===== src/rtl/assert_macros.svh =====
// ---------------------------------------------------------------------------
// Assertion macros shared by the RTL of the peak threshold counter
// ---------------------------------------------------------------------------
`ifndef ASSERT_MACROS_SVH
`define ASSERT_MACROS_SVH

// Check on every clock edge outside reset
`define ASSERT_CLK(label, prop, msg) \
    label: assert property (@(posedge aclk) disable iff (!aresetn) prop) else $error(msg);

// Check on every clock edge, reset included
`define ASSERT_CLK_ALWAYS(label, prop, msg) \
    label: assert property (@(posedge aclk) prop) else $error(msg);

`endif


===== src/rtl/ptfc_pkg.sv =====
`timescale 1ns / 1ps
// ---------------------------------------------------------------------------
// ptfc_pkg
// Types, constants and helpers for the channel peak threshold flag counter.
// ---------------------------------------------------------------------------
package ptfc_pkg;

    localparam int CHANNELS   = 64;
    localparam int COUNT_BITS = 24;

    localparam int CH_W      = 6;
    localparam int CH_BITS   = (CHANNELS > 1) ? $clog2(CHANNELS) : 1;
    localparam int PED_DEPTH = 2 << CH_BITS;
    localparam int PED_W     = 32;
    localparam int CNT_W3    = 3 * COUNT_BITS;
    localparam int OUT_BITS  = 24;
    localparam int THR_W     = 26;

    localparam int CMDQ_DEPTH = 4;
    localparam int CMDQ_PTR   = $clog2(CMDQ_DEPTH);
    localparam int OUTQ_DEPTH = 4;
    localparam int OUTQ_PTR   = $clog2(OUTQ_DEPTH);

    localparam logic [COUNT_BITS-1:0] CNT_MAX = '1;
    localparam logic [OUT_BITS-1:0]   OUT_MAX = '1;

    localparam logic [7:0]  SIGMA_CUT_RST = 8'd48;
    localparam logic [15:0] SKIP_RST      = 16'd100;

    typedef enum logic [1:0] {
        OP_SAMPLE = 2'd0,
        OP_LOAD   = 2'd1,
        OP_READ   = 2'd2,
        OP_CLEAR  = 2'd3
    } op_t;

    typedef enum logic {
        CFG_SIGMA_CUT      = 1'b0,
        CFG_EVENTS_TO_SKIP = 1'b1
    } cfg_idx_t;

    typedef enum logic [1:0] {
        CMD_CLOSE = 2'd0,
        CMD_LOAD  = 2'd1,
        CMD_READ  = 2'd2,
        CMD_CLEAR = 2'd3
    } cmd_kind_t;

    // Command word passed from the front end to the back end
    typedef struct packed {
        cmd_kind_t             kind;
        logic [CH_W-1:0]       channel;
        logic                  integ;
        logic                  bb;
        logic                  bg;
        logic [9:0]            peak;
        logic [15:0]           mean;
        logic [15:0]           sigma;
        logic [COUNT_BITS-1:0] tally;
    } cmd_t;

    typedef struct packed {
        logic [CH_W-1:0]     read_channel;
        logic [OUT_BITS-1:0] hit_total;
        logic [OUT_BITS-1:0] beam_beam_total;
        logic [OUT_BITS-1:0] beam_gas_total;
        logic [OUT_BITS-1:0] events_seen;
    } res_t;

    function automatic logic [CH_BITS-1:0] ch_addr(input logic [CH_W-1:0] ch);
        logic [8:0] wide;
        wide = {3'b000, ch};
        return wide[CH_BITS-1:0];
    endfunction

    function automatic logic ch_in_range(input logic [CH_W-1:0] ch);
        return {3'b000, ch} < 9'(CHANNELS);
    endfunction

    function automatic logic [COUNT_BITS-1:0] sat_inc(input logic [COUNT_BITS-1:0] v);
        return (v == CNT_MAX) ? v : v + 1'b1;
    endfunction

    function automatic logic [OUT_BITS-1:0] clamp_out(input logic [COUNT_BITS-1:0] v);
        logic [31:0] wide;
        wide = 32'(v);
        return (wide > 32'(OUT_MAX)) ? OUT_MAX : wide[OUT_BITS-1:0];
    endfunction

endpackage


===== src/rtl/ptfc_front.sv =====
`timescale 1ns / 1ps
// ---------------------------------------------------------------------------
// ptfc_front
// Accepts input words, tracks the channel peak and event count, and turns
// each word into at most one command for the back end.
// ---------------------------------------------------------------------------
module ptfc_front (
    input  logic                aclk,
    input  logic                aresetn,
    input  logic                s_valid,
    output logic                s_ready,
    input  logic [1:0]          s_operation,
    input  logic [5:0]          s_channel,
    input  logic [9:0]          s_sample_value,
    input  logic                s_integrator_flag,
    input  logic                s_beam_beam_flag,
    input  logic                s_beam_gas_flag,
    input  logic                s_last_of_channel,
    input  logic                s_last_of_event,
    input  logic [15:0]         s_pedestal_mean_in,
    input  logic [15:0]         s_pedestal_sigma_in,
    input  logic [15:0]         events_to_skip,
    input  logic                q_ready,
    output logic                q_valid,
    output ptfc_pkg::cmd_t      q_cmd
);
    import ptfc_pkg::*;

    logic [9:0]            peak_reg;
    logic [2:0]            flags_reg;
    logic                  start_reg;
    logic [COUNT_BITS-1:0] tally_reg;

    op_t        op;
    logic       accept;
    logic       take_new;
    logic [9:0] peak_now;
    logic [2:0] flags_now;
    logic       closing;
    logic       in_window;
    logic       want_cmd;

    assign s_ready  = q_ready;
    assign accept   = s_valid && s_ready;
    assign op       = op_t'(s_operation);
    assign closing  = s_last_of_channel || s_last_of_event;

    // Ties keep the earliest sample of the channel
    assign take_new  = start_reg || (s_sample_value > peak_reg);
    assign peak_now  = take_new ? s_sample_value : peak_reg;
    assign flags_now = take_new
                     ? {s_beam_gas_flag, s_beam_beam_flag, s_integrator_flag}
                     : flags_reg;
    assign in_window = (32'(tally_reg) >= 32'(events_to_skip));

    always_comb begin
        q_cmd         = '0;
        q_cmd.channel = s_channel;
        q_cmd.tally   = tally_reg;
        want_cmd      = 1'b0;
        unique case (op)
            OP_SAMPLE: begin
                q_cmd.kind  = CMD_CLOSE;
                q_cmd.peak  = peak_now;
                q_cmd.integ = flags_now[0];
                q_cmd.bb    = flags_now[1];
                q_cmd.bg    = flags_now[2];
                want_cmd    = closing && in_window && ch_in_range(s_channel);
            end
            OP_LOAD: begin
                q_cmd.kind  = CMD_LOAD;
                q_cmd.integ = s_integrator_flag;
                q_cmd.mean  = s_pedestal_mean_in;
                q_cmd.sigma = s_pedestal_sigma_in;
                want_cmd    = ch_in_range(s_channel);
            end
            OP_READ: begin
                q_cmd.kind = CMD_READ;
                want_cmd   = 1'b1;
            end
            OP_CLEAR: begin
                q_cmd.kind = CMD_CLEAR;
                want_cmd   = 1'b1;
            end
        endcase
    end

    assign q_valid = accept && want_cmd;

    always_ff @(posedge aclk) begin
        if (!aresetn) begin
            peak_reg  <= '0;
            flags_reg <= '0;
            start_reg <= 1'b1;
            tally_reg <= '0;
        end else if (accept) begin
            if (op == OP_SAMPLE) begin
                peak_reg  <= peak_now;
                flags_reg <= flags_now;
                start_reg <= closing;
                if (s_last_of_event) begin
                    tally_reg <= sat_inc(tally_reg);
                end
            end else if (op == OP_CLEAR) begin
                tally_reg <= '0;
            end
        end
    end

endmodule


===== config.mk =====
export PLATFORM = sky130hd
export DESIGN_NAME = ptfc_front
export DESIGN_NICKNAME = d
export VERILOG_FILES = /design/src/rtl/assert_macros.svh /design/src/rtl/ptfc_pkg.sv /design/src/rtl/ptfc_front.sv
export SDC_FILE = /design/constraint.sdc
export NUM_CORES = 1
export LEC_CHECK = 0
export BUFFER_PORTS_ARGS = -buffer_cell sky130_fd_sc_hd__clkbuf_2
export CAP_MARGIN = 10
export CORE_MARGIN = 4
export CORE_UTILIZATION = 35
export CTS_CLUSTER_DIAMETER = 200
export DETAILED_ROUTE_END_ITERATION = 8
export PLACE_DENSITY_LB_ADDON = 0.2
export SYNTH_ARGS = -nofsm -noshare
export SYNTH_HDL_FRONTEND = slang
export SYNTH_SLANG_ARGS = --single-unit

===== constraint.sdc =====
create_clock -name aclk -period 3.62 [get_ports aclk]
set_input_delay 0.543 -clock aclk [delete_from_list [all_inputs] [get_ports aclk]]
set_output_delay 0.543 -clock aclk [all_outputs]
set_load 0.05 [all_outputs]

Word level (Yosys, flattened, before mapping)
Index checks and enable logic that the tools add are counted.

word-level totals
  register bits = 38
  bits in latches = 0
  RAM bits = 0
  bits in read-only memories = 0
  input bits = 75
  output and inout bits = 79
  word-level logic and storage cells = 34
  memories kept = 0

cells by class
  $add $sub $neg = 1
  multipliers = 0
  divide/modulo/power cells = 0
  magnitude comparators = 2
  equal/unequal tests = 6
  shift operators = 0
  muxes and demuxes = 11
  bitwise operators = 0
  reductions and logical operators = 10

operators by type and width
  kind                     count
  $mux W24                 4
  $mux W32                 1
  $add A24 B1 Y24 const B  1
  $eq A24 B24 Y1 const B   1
  $ge A24 B16 Y1           1
  $mux W12                 1
  $gt A10 B10 Y1           1
  $mux W10                 1
  $pmux W2 S4              1
  $eq A2 B2 Y1 const B     2
  $ne A2 B2 Y1 const B     2
  $pmux W1 S2              2
  $reduce_and A4 Y1        1
  $logic_and A1 B1 Y1      3
  $mux W3                  1
  $reduce_or A3 Y1         1
  $eq A2 B1 Y1 const B     1
  $logic_not A2 Y1         1
  $logic_or A1 B1 Y1       2
  $reduce_and A2 Y1        1
  $reduce_bool A2 Y1       1

Depth between registers and ports, before layout
  depth in word-level cells = 4
  mapped depth = 8
  depth with buffers taken out = 7

Worst setup path after synthesis
Ideal clock, no wire load.

  path type = input port to output port
  start = input s_sample_value[9]
  end = output q_cmd[68] in the netlist's numbering
  arrival = 2915 ps
  required time = 3077 ps
  slack = 162 ps
  cell stages on the path = 6
  buffers on the path = 0
  cell sequence = ha_1 > a211oi_2 > o21ai_0 > or4_1 > a21oi_1 > mux2i_1

RTL lines
  element          RTL line          RTL
  start, declared  ptfc_front.sv:14  input logic [9:0] s_sample_value,
  end, declared    ptfc_front.sv:25  output ptfc_pkg::cmd_t q_cmd

==> flow_summary.yaml <==
critical_path:
  crit_buf_inv: 2
  crit_path_end_kind: "output port"
  start_kind: "flip-flop"
  worstPathArrival_ps: 2750
  cpPeakStageDelay_ps: 560
  cp_data_required_time_ps: 3080
  cp_top_family: "compound AO/OA/AOI/OAI gates"
  critPathMaxFanout: 3
  slowest_stage: "or4_1"
  worstPathCellList: "inv_1 -> ha_1 -> a211oi_2 -> o21ai_0 -> or4_1 -> a21oi_1 -> mux2i_1 -> clkbuf_2"
  worstSetupPathType: "flip-flop to output port"
final_layout:
  nets: 636
  drive_gt1_share_pct: 31.40
  final_area_sq_um: 3936
  final_cells: 643
  syn_to_final_growth_pct: 27.21
  insertedDiodeCount: 0
  final_common_cell: "clkbuf_2"
  largest_reg_flops: 24
  n_fill_cell: 883
  final_cell_mix: "141 x clkbuf_2, 48 x nand2_1, 38 x dfxtp_1, 35 x a21oi_1"
sta:
  hold_viol_final: 0
  finalMaxSlewViolations: 0
  max_slew_margin_pct: 53.76
  tightest_slew_ps: 687.8
  min_period_ps: 3289
  setup_violations: 0
  fin_crit_sh_pct: 90.87
  tns_ps: 0
  clock_skew_ps: 7.361
  fmax_mhz: 304.0
  rsz0062_at_grt: "no"
  hold_ws_ps: 458.7
clock_tree:
  cts-buffers-inserted: 5
  ctsResizeCount: 0
  clk_latency_ps: 290
  hold_buffers: 0
  clk_path_buf_depth: 2
  clk_pin_slew_ps: 80
  cts_tree: "yes"
  clock-sinks: 38
  cts_setup_buffers: 0
  cts-root-buf: "clkbuf_8"
  h-tree-depth: 2
global_routing:
  grt_overflow: 0
  grt_max_degree: 33
  grt_pass1_vias: 3217
  track_usage_pct: 17.72
  antenna_found_initial: 0
  grt_pass1_wl_um: 14960
floorplan:
  ios: 154
  die_x_um: 102.0
  rows: 34
  start_util_pct: 35.65
  die_area_sq_um: 10410
  core_sq_um: 8678
  die_y_um: 102.0
run_status:
  status: "finished clean"
route:
  drtIter0Drc: 127
  wl_um: 9176
  post_drt_via_cell_ratio: 5.226
  drtAntennaViolNets: 0
  num_vias: 3360
  wl_per_cell_um: 14.27
  drc_errors: 0
  firstDrtPassIters: 4
synthesis:
  synth-xor-area-share_pct: 0
  synth-compound-area-share_pct: 19.53
  yosysWarnings: 0
  async_flop_share_pct: 0
  synth_top_family_by_area: "simple AND/OR/NAND/NOR gates"
  synthCells: 408
  ys_seq_area_share_pct: 24.59
  syn_area_sq_um: 3094
  synthesis.nets: 510
  ys_ff_latch: 38
  syn_avg_cell_area_sq_um: 7.584
  synth_edf_count: 0
  synth-simple-area-share_pct: 30.45
  synthAdderAreaFrac_pct: 10.92
  ys.flop_type: "dfxtp_1"
  muxShareOfSynthArea_pct: 5.823
  ys_types: 47
power_and_ir_drop:
  irDropWorstVdd_mv: 0.1918
  powerDensity_nw_per_um2: 248.4
  leakage_nw: 1.848
placed_design:
  placed_area_sq_um: 3845
  place_congestion: 0.8448
  dp.cells: 635
  io_buffers: 141
  dp_hpwl_um: 7307
job:
  cap_violations: 0
min_path:
  hp-class: "flip-flop to flip-flop"
cell type report:
type,instances,area (sq um),area share [%]
multi-input combinational,309,2071,52.61
sequential,38,760.7,19.33
timing repair buffer,148,758.2,19.26
tap,108,135.1,3.433
inverter,32,120.1,3.051
clock buffer,7,86.33,2.193
clock inverter,1,5.005,0.1271
kinds of logic after synthesis:
kind of cell / Yosys count
AO/OA/AOI/OAI: 96
multiplexers: 18
AND/OR/NAND/NOR: 168
buffers and inverters: 61
adder cells (fa/ha/maj): 27
flip-flops: 38
synthesized netlist by cell type (2+ instances only):
| cell | n | share of area [%] |
|---|---|---|
| nand2_1 | 48 | 5.8 |
| dfxtp_1 | 38 | 25 |
| a21oi_1 | 35 | 5.7 |
| and2_1 | 32 | 6.5 |
| inv_1 | 32 | 3.9 |
| ha_1 | 27 | 11 |
| nand3_1 | 24 | 3.9 |
| o21ai_0 | 21 | 3.4 |
| clkbuf_1 | 18 | 2.2 |
| mux2i_1 | 18 | 5.8 |
| or4_1 | 14 | 3.4 |
| o31ai_1 | 13 | 3.2 |
| nand2b_1 | 9 | 1.8 |
| buf_4 | 8 | 1.9 |
| nand4_1 | 8 | 1.6 |
| nor2_1 | 7 | 0.85 |
| or2_2 | 5 | 1.0 |
| a21o_1 | 4 | 0.97 |
| and3_1 | 4 | 0.81 |
| nor4_1 | 4 | 0.81 |
| a211oi_1 | 3 | 0.73 |
| nor3_1 | 3 | 0.49 |
| o311ai_0 | 3 | 0.85 |
| a211o_1 | 2 | 0.57 |
| a21boi_0 | 2 | 0.49 |
| a31oi_1 | 2 | 0.40 |
| buf_2 | 2 | 0.32 |
| nor3b_1 | 2 | 0.49 |
| o41ai_1 | 2 | 0.57 |
report_power, final:
| part | leakage (nW) | internal [W] | switching [W] |
|---|---|---|---|
| clock | 0.0482 | 0.000154 | 0.000154 |
| sequential | 0.307 | 0.000421 | 0.00000268 |
| combinational | 1.49 | 0.0000787 | 0.000167 |
layer usage:
layer / GRT usage (%) / part of all wire (%) / up-vias
li1: - / - / 1707
met1: 21.56 / 42 / 1540
met2: 31.33 / 49 / 102
met3: 3.003 / 6.9 / 11
met4: 6.357 / 1.6 / 0
met5: 0 / 0 / -
worst register-to-register path, cell delays in order (launching register included):
cell	delay (ps)
dfxtp_1	400
ha_1	230
nand3_1	170
or2_2	370
nor4_2	600
buf_4	360
o311ai_0	180
o41ai_1	100
final timing paths:
| kind | start | to | slack (ps) | cells after the start |
|---|---|---|---|---|
| setup / recovery | peak_reg[9]$_SDFFE_PN0P_ | q_cmd[68] | 330 | 8 |
| hold / removal | flags_reg[2]$_SDFFE_PN0P_ | flags_reg[2]$_SDFFE_PN0P_ | 460 | 2 |
| setup reg to reg | tally_reg[1]$_SDFFE_PN0P_ | tally_reg[10]$_SDFFE_PN0P_ | 1130 | 7 |
| hold reg to reg | flags_reg[2]$_SDFFE_PN0P_ | flags_reg[2]$_SDFFE_PN0P_ | 460 | 2 |
through the flow:
step                total power (W)  utilization (%)  setup WS (ps)
detailed placement        0.0006815            44.31          355.8
CTS                       0.0009912            45.36          320.0
finish                    0.0009778            45.36          330.6
floorplan                 0.0006182                -          161.9
global route               0.001029            45.36          213.2
global placement          0.0006778            44.31          400.6
(Power assumes the default switching activity.)
