File: config.mk
export PLATFORM = sky130hd
export DESIGN_NAME = ptfc_cmd_queue
export DESIGN_NICKNAME = d
export VERILOG_FILES = /design/src/rtl/assert_macros.svh /design/src/rtl/ptfc_pkg.sv /design/src/rtl/ptfc_cmd_queue.sv
export SDC_FILE = /design/constraint.sdc
export NUM_CORES = 1
export LEC_CHECK = 0
export CAP_MARGIN = 20
export CORE_ASPECT_RATIO = 1.75
export CORE_MARGIN = 4
export CORE_UTILIZATION = 45
export DETAILED_ROUTE_END_ITERATION = 10
export DONT_BUFFER_PORTS = 1
export SETUP_SLACK_MARGIN = 0.4
export SYNTH_ARGS = -nofsm -noshare
export SYNTH_HDL_FRONTEND = slang
export SYNTH_SLANG_ARGS = --single-unit
File: constraint.sdc
create_clock -name aclk -period 2.8 [get_ports aclk]
set_input_delay 0.14 -clock aclk [delete_from_list [all_inputs] [get_ports aclk]]
set_output_delay 0.14 -clock aclk [all_outputs]
set_load 0.005 [all_outputs]
File: src/rtl/assert_macros.svh
// ---------------------------------------------------------------------------
// Assertion macros shared by the RTL of the peak threshold counter
// ---------------------------------------------------------------------------
`ifndef ASSERT_MACROS_SVH
`define ASSERT_MACROS_SVH

// Check on every clock edge outside reset
`define ASSERT_CLK(label, prop, msg) \
    label: assert property (@(posedge aclk) disable iff (!aresetn) prop) else $error(msg);

// Check on every clock edge, reset included
`define ASSERT_CLK_ALWAYS(label, prop, msg) \
    label: assert property (@(posedge aclk) prop) else $error(msg);

`endif

File: src/rtl/ptfc_pkg.sv
`timescale 1ns / 1ps
// ---------------------------------------------------------------------------
// ptfc_pkg
// Types, constants and helpers for the channel peak threshold flag counter.
// ---------------------------------------------------------------------------
package ptfc_pkg;

    localparam int CHANNELS   = 64;
    localparam int COUNT_BITS = 24;

    localparam int CH_W      = 6;
    localparam int CH_BITS   = (CHANNELS > 1) ? $clog2(CHANNELS) : 1;
    localparam int PED_DEPTH = 2 << CH_BITS;
    localparam int PED_W     = 32;
    localparam int CNT_W3    = 3 * COUNT_BITS;
    localparam int OUT_BITS  = 24;
    localparam int THR_W     = 26;

    localparam int CMDQ_DEPTH = 4;
    localparam int CMDQ_PTR   = $clog2(CMDQ_DEPTH);
    localparam int OUTQ_DEPTH = 4;
    localparam int OUTQ_PTR   = $clog2(OUTQ_DEPTH);

    localparam logic [COUNT_BITS-1:0] CNT_MAX = '1;
    localparam logic [OUT_BITS-1:0]   OUT_MAX = '1;

    localparam logic [7:0]  SIGMA_CUT_RST = 8'd48;
    localparam logic [15:0] SKIP_RST      = 16'd100;

    typedef enum logic [1:0] {
        OP_SAMPLE = 2'd0,
        OP_LOAD   = 2'd1,
        OP_READ   = 2'd2,
        OP_CLEAR  = 2'd3
    } op_t;

    typedef enum logic {
        CFG_SIGMA_CUT      = 1'b0,
        CFG_EVENTS_TO_SKIP = 1'b1
    } cfg_idx_t;

    typedef enum logic [1:0] {
        CMD_CLOSE = 2'd0,
        CMD_LOAD  = 2'd1,
        CMD_READ  = 2'd2,
        CMD_CLEAR = 2'd3
    } cmd_kind_t;

    // Command word passed from the front end to the back end
    typedef struct packed {
        cmd_kind_t             kind;
        logic [CH_W-1:0]       channel;
        logic                  integ;
        logic                  bb;
        logic                  bg;
        logic [9:0]            peak;
        logic [15:0]           mean;
        logic [15:0]           sigma;
        logic [COUNT_BITS-1:0] tally;
    } cmd_t;

    typedef struct packed {
        logic [CH_W-1:0]     read_channel;
        logic [OUT_BITS-1:0] hit_total;
        logic [OUT_BITS-1:0] beam_beam_total;
        logic [OUT_BITS-1:0] beam_gas_total;
        logic [OUT_BITS-1:0] events_seen;
    } res_t;

    function automatic logic [CH_BITS-1:0] ch_addr(input logic [CH_W-1:0] ch);
        logic [8:0] wide;
        wide = {3'b000, ch};
        return wide[CH_BITS-1:0];
    endfunction

    function automatic logic ch_in_range(input logic [CH_W-1:0] ch);
        return {3'b000, ch} < 9'(CHANNELS);
    endfunction

    function automatic logic [COUNT_BITS-1:0] sat_inc(input logic [COUNT_BITS-1:0] v);
        return (v == CNT_MAX) ? v : v + 1'b1;
    endfunction

    function automatic logic [OUT_BITS-1:0] clamp_out(input logic [COUNT_BITS-1:0] v);
        logic [31:0] wide;
        wide = 32'(v);
        return (wide > 32'(OUT_MAX)) ? OUT_MAX : wide[OUT_BITS-1:0];
    endfunction

endpackage

File: src/rtl/ptfc_cmd_queue.sv
`timescale 1ns / 1ps
// ---------------------------------------------------------------------------
// ptfc_cmd_queue
// Short FIFO of command words between the front end and the back end.
// ---------------------------------------------------------------------------
module ptfc_cmd_queue (
    input  logic            aclk,
    input  logic            aresetn,
    input  logic            in_valid,
    output logic            in_ready,
    input  ptfc_pkg::cmd_t  in_cmd,
    output logic            out_valid,
    input  logic            out_ready,
    output ptfc_pkg::cmd_t  out_cmd
);
    import ptfc_pkg::*;

    cmd_t                slot_reg [CMDQ_DEPTH];
    logic [CMDQ_PTR-1:0] wr_ptr_reg;
    logic [CMDQ_PTR-1:0] rd_ptr_reg;
    logic [CMDQ_PTR:0]   count_reg;
    logic                push;
    logic                pop;

    assign in_ready  = (count_reg != (CMDQ_PTR + 1)'(CMDQ_DEPTH));
    assign out_valid = (count_reg != '0);
    assign out_cmd   = slot_reg[rd_ptr_reg];
    assign push      = in_valid && in_ready;
    assign pop       = out_valid && out_ready;

    always_ff @(posedge aclk) begin
        if (!aresetn) begin
            wr_ptr_reg <= '0;
            rd_ptr_reg <= '0;
            count_reg  <= '0;
        end else begin
            if (push) begin
                wr_ptr_reg <= wr_ptr_reg + 1'b1;
            end
            if (pop) begin
                rd_ptr_reg <= rd_ptr_reg + 1'b1;
            end
            if (push && !pop) begin
                count_reg <= count_reg + 1'b1;
            end else if (pop && !push) begin
                count_reg <= count_reg - 1'b1;
            end
        end
    end

    always_ff @(posedge aclk) begin
        if (push) begin
            slot_reg[wr_ptr_reg] <= in_cmd;
        end
    end

endmodule

# Yosys cells after proc, flatten, opt, wreduce, memory -nomap -nowiden
# Memory sizes are Yosys's and may differ from the RTL's. A register that Yosys moved wholly into a read port is not among the register bits.
# Cells that the tools add are included.
dict set report totals {
  output_inout_bits 79
  n_memories 1
  reg_bits 7
  mem_bits_rw 308
  in_bits 81
}
dict set report op_classes {
  add_sub_neg 4
  eq_ne 1
  reduce_logical 8
  muxes 6
}
# memory depth word_bits rd rd_clocked_by_memory_dff wr line
set memory_table {}
lappend memory_table {slot_reg 4 77 1 1 1 ptfc_cmd_queue.sv:18} ;# cmd_t slot_reg [CMDQ_DEPTH];
# op n
set ops {}
lappend ops {{2-to-1 mux 3 bit} 2}
lappend ops {{adder 2 x 1 -> 2 bit, second input constant} 2}
lappend ops {{logical AND 1 bit} 4}
lappend ops {{2-to-1 mux 2 bit} 2}
lappend ops {{adder 3 x 1 -> 3 bit, second input constant} 1}
lappend ops {{inequality test 3 bit, second input constant} 1}
lappend ops {{nonzero test 3 bit} 1}
lappend ops {{subtractor 3 x 1 -> 3 bit, second input constant} 1}
lappend ops {{logical NOT 1 bit} 2}
lappend ops {{2-to-1 mux 1 bit} 2}
lappend ops {{nonzero test 2 bit} 1}

# Depth between registers and ports, before layout
# Gate-level depths: netlist of the first run.
dict set report depth {
  depth_word 6
  ltp_mapped 8
}

# Worst setup path before layout of the first run
# OpenSTA, ideal clock, no wires.
dict set report synth_timing {
  kind {flip-flop to flip-flop}
  from {register count_reg[0]}
  to {memory slot_reg[2][0] in the netlist's numbering (enable)}
  required_ps 2356
  arrival_time_ps 2617
  period_less_slack_ps 3061
  stages_incl_launch_ff 4
  n_path_buf 0
  setup_slack_ps -261
  cell_sequence {dfxtp_1 nor2_1 a21boi_2 and2_1}
}
dict set report synth_via {
  elab_chain_cells 4
}
# element line
set synth_lines {}
lappend synth_lines {{from (decl)} ptfc_cmd_queue.sv:21} ;# logic [CMDQ_PTR:0] count_reg;
lappend synth_lines {{from (signal assigned)} ptfc_cmd_queue.sv:44} ;# count_reg <= count_reg + 1'b1;
lappend synth_lines {{from (signal assigned)} ptfc_cmd_queue.sv:46} ;# count_reg <= count_reg - 1'b1;
lappend synth_lines {{inequality test 3 bit} ptfc_cmd_queue.sv:25} ;# assign in_ready = (count_reg != (CMDQ_PTR + 1)'(CMDQ_DEPTH));
lappend synth_lines {{logical AND 1 bit} ptfc_cmd_queue.sv:28} ;# assign push = in_valid && in_ready;
lappend synth_lines {{named net push} ptfc_cmd_queue.sv:22} ;# logic push;
lappend synth_lines {{2-to-1 mux 1 bit} ptfc_cmd_queue.sv:52} ;# if (push) begin
lappend synth_lines {{2-to-1 mux 1 bit (not written as such)} ptfc_cmd_queue.sv:53} ;# slot_reg[wr_ptr_reg] <= in_cmd;
lappend synth_lines {{to (decl)} ptfc_cmd_queue.sv:18}
# The timed path passes the listed nets, and every way through them passes these cells.

==> flow_summary.ini, run 1 <==
[status]
outcome = finished, final reports clean

[drt]
post_drt_via_cell_ratio = 5.42
drt.antenna.violating_nets = 0
route.met2.wl_um = 12100
top_layer = met5
drtIter0Drc = 293
num_vias = 4837
wirelength_um = 21300
drc = 0
wl_met1_um = 7500
avgRoutedWirePerCell_um = 23.8
routed-wl-met3_um = 1150
detail_route.first_pass.iterations = 4

[floorplan]
die_y_um = 221
coreArea_sq_um = 25300
start_util_pct = 45.9
die_w_um = 129
rows = 77
die_area_sq_um = 28600
ios = 160

[timing]
worst_slew_pin_slew_ns = 0.598
hold_violations = 0
fmax_mhz = 447
fin_tns_setup_ns = 0
rsz0062_at_grt = no
final.min_clock_period_ns = 2.24
fin_crit_sh_pct = 80.0
setup_viol = 0
max_slew_margin_pct = 60.1
slew_violations = 0
fin_worst_skew_ns = 0.0231

[finish]
num-nets-final = 642
post-route-util_pct = 54.2
final_common_cell = edfxtp_1
syn2layout_area_growth_pct = 18.2
drive_above_1_share_pct = 24.2
largest_reg_flops = 308
layout_common_cells = 308 x edfxtp_1, 80 x dlygate4sd3_1, 77 x mux4_2
instances_no_fill = 892

[clock_tree]
cts_made_buffers = 27
clk_path_buf_depth = 3
clkSlewWorstSetupHoldPaths_ns = 0.06
cts_max_level = 1
cts_tree = built
cts_sinks = 317
insertion_delay_ns = 0.54
root_buffer = clkbuf_16

[min_path]
worstHoldStart = in_cmd[2]
hold_path_end = slot_reg[3][2]$_DFFE_PP_
holdPathStages = 1
hp-class = in2reg

[synth]
ys_warn_count = 0
synth_top_area_share_pct = 79.6
synthCells = 451
synth_fp_nets = 538
ys_top_cells_by_area = edfxtp_1 80%, mux4_2 15%, dfxtp_1 1.6%, buf_12 0.69%, ha_1 0.54%
synth_area_per_cell_sq_um = 25.8
syn_area_sq_um = 11600
synth_top_cell_by_area = edfxtp_1
ys_seq_area_share_pct = 81.2
synth_cell_types = 24
synth-seq-cells = 317

[critical_path]
slowest_stage = mux4_2
required_ns = 2.66
reg2reg_slack_ns = 0.60
cp_max_fo = 25
r2r_start = count_reg[0]$_SDFFE_PN0P_
cp_cell_sequence = buf_6, mux4_2
crit_path_end_kind = output port
critPathLaunchType = flop
timing_worst_setup_path_type = reg2out
reg2reg_depth = 8
reg2reg_to = count_reg[2]$_SDFFE_PN0P_
cp_slowest_stage_delay_ns = 0.62
worstPathArrival_ns = 2.10

[grt]
antenna_found_initial = 4
grtUsageTotal_pct = 15.2
gr-total-overflow = 0
grt_max_degree = 46
first_global_vias = 5427
grt_pass1_wl_um = 32300

[run]
drv_cap = 0

[power_and_ir_drop]
vdd_ir_drop_max_v = 0.000666
power_density_nw_per_um2 = 863
p_leak_nw = 4.29

[placed_design]
gp_congestion = 0.740
placed_cells = 762
hpwl_um = 13200
io_buffers = 0
==> kinds of logic after synthesis <==
logic type | after synthesis | synth area share, %
compound gates | 5 | 0.345
xor+xnor | 4 | 0.302
fa+ha+maj | 6 | 0.711
buf+inv | 22 | 1.52
flops | 317 | 81.2
mux | 80 | 15.2
simple gates | 17 | 0.786
==> metal layers <==
| metal | GRT usage (%) | up-vias |
|---|---|---|
| met5 | 0 | - |
| met4 | 5.17 | 4 |
| met3 | 3.29 | 30 |
| met2 | 28.0 | 123 |
| met1 | 17.2 | 2541 |
| li1 | - | 2139 |
==> what timing repair did <==
action                     CTS  global route
setup buffers                0             0
gates resized for setup      2             4
hold endpoints to repair   317             0
hold buffers                80             0
setup endpoints to repair   26             1
==> critical path: cells and delay by family, from the launching register on <==
family / cells / cell delay (ns)
flip-flops: 1 / 0.50
multiplexers: 1 / 0.62
buffers and inverters: 1 / 0.40
==> worst max-delay path by stage <==
stage | from | end | cells after the start
global placement | count_reg[0]$_SDFFE_PN0P_ | count_reg[2]$_SDFFE_PN0P_ | 8
detailed placement | count_reg[0]$_SDFFE_PN0P_ | count_reg[2]$_SDFFE_PN0P_ | 8
floorplan | count_reg[0]$_SDFFE_PN0P_ | slot_reg[0][0]$_DFFE_PP_ | 3
finish | flop | out_cmd[23] | 2
CTS | count_reg[0]$_SDFFE_PN0P_ | count_reg[2]$_SDFFE_PN0P_ | 8
global route | flop | out_cmd[23] | 2
==> Yosys cell counts <==
cell / n
clkbuf_1: 5
a21boi_0: 1
mux2i_1: 3
nor2b_1: 1
o31ai_1: 1
a21boi_2: 1
dfxtp_1: 9
buf_4: 4
fa_1: 1
xor2_1: 1
mux4_2: 77
edfxtp_1: 308
nor2_1: 1
xnor2_1: 3
ha_1: 5
and2_1: 8
buf_2: 5
or3_1: 2
buf_12: 4
buf_6: 1
o311ai_0: 1
o21ai_0: 1
nand2_1: 5
inv_1: 3
==> where the power goes <==
group / leakage [nW] / internal (mW) / switching, mW
combinational: 0.976 / 1.11 / 1.15
clock: 0.413 / 2.05 / 1.57
sequential: 2.90 / 5.76 / 0.208
total: 4.29 / 8.92 / 2.92
==> stage by stage <==
step | power [mW] | setup slack (ns) | cell area [sq um] | hold slack [ns]
floorplan | 7.76 | 0.577 | 11600 | 0.239
global placement | 8.21 | 0.636 | 12000 | 0.239
detailed placement | 8.27 | 0.467 | 12000 | 0.239
CTS | 12.1 | 0.456 | 13700 | 0.265
global route | 12.4 | 0.406 | 13700 | 0.276
finish | 11.8 | 0.561 | 13700 | 0.301
==> area by class of cell <==
cell class / instances / area, sq um
antenna: 2 / 5.00
clock buffer: 33 / 698
clock inverter: 15 / 158
fill: 1899 / 11600
inverter: 3 / 11.3
multi-input combinational: 112 / 2040
sequential: 317 / 9440
tap: 316 / 395
timing repair buffer: 94 / 988
No activity file was read; power rests on OpenSTA's default activity.
==> run 2, diff against run 1 <==
==> constraint.sdc (replaced) <==
create_clock -name aclk -period 1.9 [get_ports aclk]
set_input_delay 0.095 -clock aclk [delete_from_list [all_inputs] [get_ports aclk]]
set_output_delay 0.095 -clock aclk [all_outputs]
set_load 0.005 [all_outputs]
==> flow_summary.ini, run 2 (same netlist as run 1, synthesis figures left out) <==
[status]
outcome = finished with violations
violations = negative setup slack

[timing]
hold_violations = 0
max_slew_margin_pct = 65.9
rsz0062_at_grt = yes
setup_viol = 11
fin_crit_sh_pct = 101
slew_violations = 0
fin_worst_skew_ns = 0.0124
setup_ws_ns = -0.0161
final.min_clock_period_ns = 1.92
fmax_mhz = 522
worst_slew_pin_slew_ns = 0.504
whs_ns = 0.143

[floorplan]
die_w_um = 129
die_area_sq_um = 28600
rows = 77
coreArea_sq_um = 25300
die_y_um = 221
ios = 160
start_util_pct = 45.9

[finish]
largest_reg_flops = 308
drive_above_1_share_pct = 35.0
num-fill-cells = 1724
num-nets-final = 727
multiInputGateArea_sq_um = 2080
final_common_cell = edfxtp_1
seqCellArea_sq_um = 9450
layout_common_cells = 308 x edfxtp_1, 79 x dlygate4sd3_1, 77 x mux4_2
syn2layout_area_growth_pct = 33.7
post-route-util_pct = 61.3

[clock_tree]
cts_sinks = 317
insertion_delay_ns = 0.54
cts_max_level = 1
clkSlewWorstSetupHoldPaths_ns = 0.07
cts_tree = built
cts_made_buffers = 27
clk_path_buf_depth = 3
root_buffer = clkbuf_16

[drt]
wirelength_um = 25700
num_vias = 5321
drt.antenna.violating_nets = 0
detail_route.first_pass.iterations = 4
post_drt_via_cell_ratio = 5.45
drtIter0Drc = 326
drc = 0
avgRoutedWirePerCell_um = 26.3

[power_and_ir_drop]
vdd_ir_drop_max_v = 0.000877
power_density_nw_per_um2 = 1230
total_power_mw = 19.1
p_leak_nw = 5.08

[critical_path]
cp_slowest_stage_delay_ns = 0.51
timing_worst_setup_path_type = reg2out
worstPathArrival_ns = 1.82
crit_path_end_kind = output port
critPathLaunchType = flop
cp_cell_sequence = buf_4, clkbuf_16, mux4_2
crit_buf_inv = 2
cp_top_family = multiplexers
slowest_stage = mux4_2
cp_max_fo = 6
required_ns = 1.80

[grt]
gr-total-overflow = 0
first_global_vias = 5663
grtUsageTotal_pct = 17.9
grt_pass1_wl_um = 36900
grt_max_degree = 31
antenna_found_initial = 1

[placed_design]
gp_congestion = 0.679
dpl_worst_slack_ns = -0.00575
hpwl_um = 12800
io_buffers = 0

[run]
drv_cap = 0

[min_path]
hp-class = in2reg
==> run 2: cell type report <==
type,instances,area share [%]
Antenna cell,1,0.0161
Clock buffer,28,4.37
Clock inverter,21,0.870
Inverter,3,0.0725
Multi-Input combinational cell,112,13.4
Sequential cell,317,60.8
Tap cell,316,2.55
Timing Repair Buffer,179,17.9
==> run 2: worst register-to-register path: stages (launching register included) <==
cell,delay [ns]
dfxtp_4,0.36
o31ai_4,0.30
ha_4,0.18
inv_2,0.04
fa_2,0.34
xor2_1,0.16
or3_1,0.32
a21boi_1,0.12
==> run 2: path summary, 6_finish.rpt <==
| kind | start | endpoint | slack [ns] | cells past startpoint |
|---|---|---|---|---|
| max | flop | out_cmd[35] | -0.02 | 3 |
| min | in_valid | count_reg[2]$_SDFFE_PN0P_ | 0.14 | 4 |
| max reg2reg | count_reg[0]$_SDFFE_PN0P_ | count_reg[2]$_SDFFE_PN0P_ | 0.01 | 7 |
| min reg2reg | wr_ptr_reg[1]$_SDFFE_PN0P_ | wr_ptr_reg[1]$_SDFFE_PN0P_ | 0.53 | 2 |
==> run 2: routing by layer <==
layer  vias up  routed length, um  GRT usage, %
li1       2323                  -             -
met1      2807               9000          20.7
met2       150              14700          32.9
met3        39               1330          3.29
met4         2                672          6.10
met5         -                 13             0
==> run 2: power by group <==
part,internal (mW),switching (mW)
clock,2.74,2.38
combinational,2.99,2.26
sequential,8.49,0.251
==> run 2: metrics by stage <==
step | cells | TNS [ns] | cell area (sq um)
2_1_floorplan | 451 | 0 | 11700
4_1_cts | 965 | -2.76 | 15300
6_report | 977 | -0.115 | 15500
3_5_place_dp | 764 | -0.00575 | 12200
5_1_grt | 976 | -3.98 | 15500
3_3_place_gp | 764 | 0 | 12200
==> run 2: timing repair <==
action,CTS,global route
gates cloned,32,4
pin swaps,6,5
resized for setup,69,8
endpoints found under the hold margin,317,0
hold buffers,79,0
buffers inserted,41,7
setup endpoints to repair,382,388
==> run 3, diff against run 2 <==
==> constraint.sdc (replaced) <==
create_clock -name aclk -period 1.9 [get_ports aclk]
set_input_delay 0.095 -clock aclk [delete_from_list [all_inputs] [get_ports aclk]]
set_output_delay 0.095 -clock aclk [all_outputs]
set_load 0.05 [all_outputs]
==> flow_summary.ini, run 3 (same netlist as run 1, synthesis figures left out) <==
[critical_path]
cp_cell_sequence = buf_12, clkbuf_16, mux4_2
reg2reg_to = count_reg[2]$_SDFFE_PN0P_
crit_buf_inv = 2
crit_path_end_kind = output port
reg2reg_slack_ns = -0.02
timing_worst_setup_path_type = reg2out
required_ns = 1.80
slowest_stage = mux4_2
critPathLaunchType = flop
cp_slowest_stage_delay_ns = 0.67
r2r_start = count_reg[0]$_SDFFE_PN0P_
reg2reg_depth = 7
cp_top_family = multiplexers
cp_max_fo = 8
worstPathArrival_ns = 1.98

[timing]
rsz0062_at_grt = yes
fin_crit_sh_pct = 109
max_slew_margin_pct = 65.2
worst_slew_pin_slew_ns = 0.515
whs_ns = 0.166
fin_tns_setup_ns = -9.70
fin_worst_skew_ns = 0.00864
fmax_mhz = 482
setup_viol = 78
slew_violations = 0
hold_violations = 0
setup_ws_ns = -0.175
final.min_clock_period_ns = 2.07

[floorplan]
die_area_sq_um = 28600
ios = 160
die_y_um = 221
coreArea_sq_um = 25300
start_util_pct = 45.9
die_w_um = 129
rows = 77

[power_and_ir_drop]
vdd_ir_drop_max_v = 0.000964
total_power_mw = 22.5
power_density_nw_per_um2 = 1420
p_leak_nw = 5.23

[grt]
grt_pass1_wl_um = 38400
grtUsageTotal_pct = 18.7
first_global_vias = 5940
gr-total-overflow = 0
grt_max_degree = 32
antenna_found_initial = 1

[placed_design]
hpwl_um = 12900
dpl_worst_slack_ns = -0.0183
gp_congestion = 0.693
placed_cells = 766
io_buffers = 0
dpl_cell_area_sq_um = 12300

[min_path]
worstHoldStart = in_valid
holdPathStages = 4
hp-class = in2reg
hold_path_end = count_reg[2]$_SDFFE_PN0P_

[clock_tree]
cts_sinks = 317
root_buffer = clkbuf_16
cts_max_level = 1
insertion_delay_ns = 0.54
clkSlewWorstSetupHoldPaths_ns = 0.07
cts_made_buffers = 27
cts_tree = built
clk_path_buf_depth = 3

[drt]
drtIter0Drc = 264
post_drt_via_cell_ratio = 5.49
num_vias = 5435
detail_route.first_pass.iterations = 5
drt.antenna.violating_nets = 0
drc = 0
wirelength_um = 27100
avgRoutedWirePerCell_um = 27.4

[finish]
num-fill-cells = 1692
seqCellArea_sq_um = 9450
diodes = 0
num-nets-final = 743
syn2layout_area_growth_pct = 36.6
multiInputGateArea_sq_um = 2070
final_cell_area_sq_um = 15900
post-route-util_pct = 62.6
drive_above_1_share_pct = 36.6
final_common_cell = edfxtp_1
instances_no_fill = 990
layout_common_cells = 308 x edfxtp_1, 79 x dlygate4sd3_1, 77 x mux4_2
largest_reg_flops = 308

[status]
outcome = finished with violations
violations = negative setup slack

[run]
drv_cap = 0
==> run 3: worst max path at each step <==
stage                                         start                   endpoint  depth (start not counted)
after floorplan           count_reg[1]$_SDFFE_PN0P_  count_reg[2]$_SDFFE_PN0P_                          7
after global placement    count_reg[1]$_SDFFE_PN0P_  count_reg[2]$_SDFFE_PN0P_                          7
after detailed placement  count_reg[1]$_SDFFE_PN0P_  count_reg[2]$_SDFFE_PN0P_                          7
after CTS                                      flop                out_cmd[60]                          3
after global routing                           flop                out_cmd[37]                          3
final                                          flop                out_cmd[29]                          3
==> run 3: area by class of cell <==
cell class	instances	share of cell area, %
Timing Repair Buffer	195	19.5
Tap cell	316	2.49
Multi-Input combinational cell	112	13.1
Clock inverter	17	0.994
Sequential cell	317	59.5
Inverter	3	0.0710
Clock buffer	30	4.33
==> run 3: what timing repair did <==
action	4_1_cts	5_1_grt
gates resized for setup	69	14
buffers inserted	52	4
endpoints found under the setup margin	389	388
gates cloned	32	10
hold endpoints to repair	317	0
pin swaps	5	4
hold buffers	79	0
==> run 3: report_power, final <==
group          switching [mW]  internal (mW)  total, mW
sequential              0.235           8.49       8.73
combinational            5.16           3.31       8.47
clock                    2.33           2.99       5.32
==> run 3: worst min-delay path, stage by stage <==
cell      delay [ns]
a21boi_4        0.21
ha_4            0.19
or3_1           0.11
a21boi_1        0.05
==> run 3: routing by layer <==
metal	wire length, um	track usage, %
met5	13	0
met4	738	6.03
met3	1230	3.00
met2	16400	36.7
met1	8690	19.9
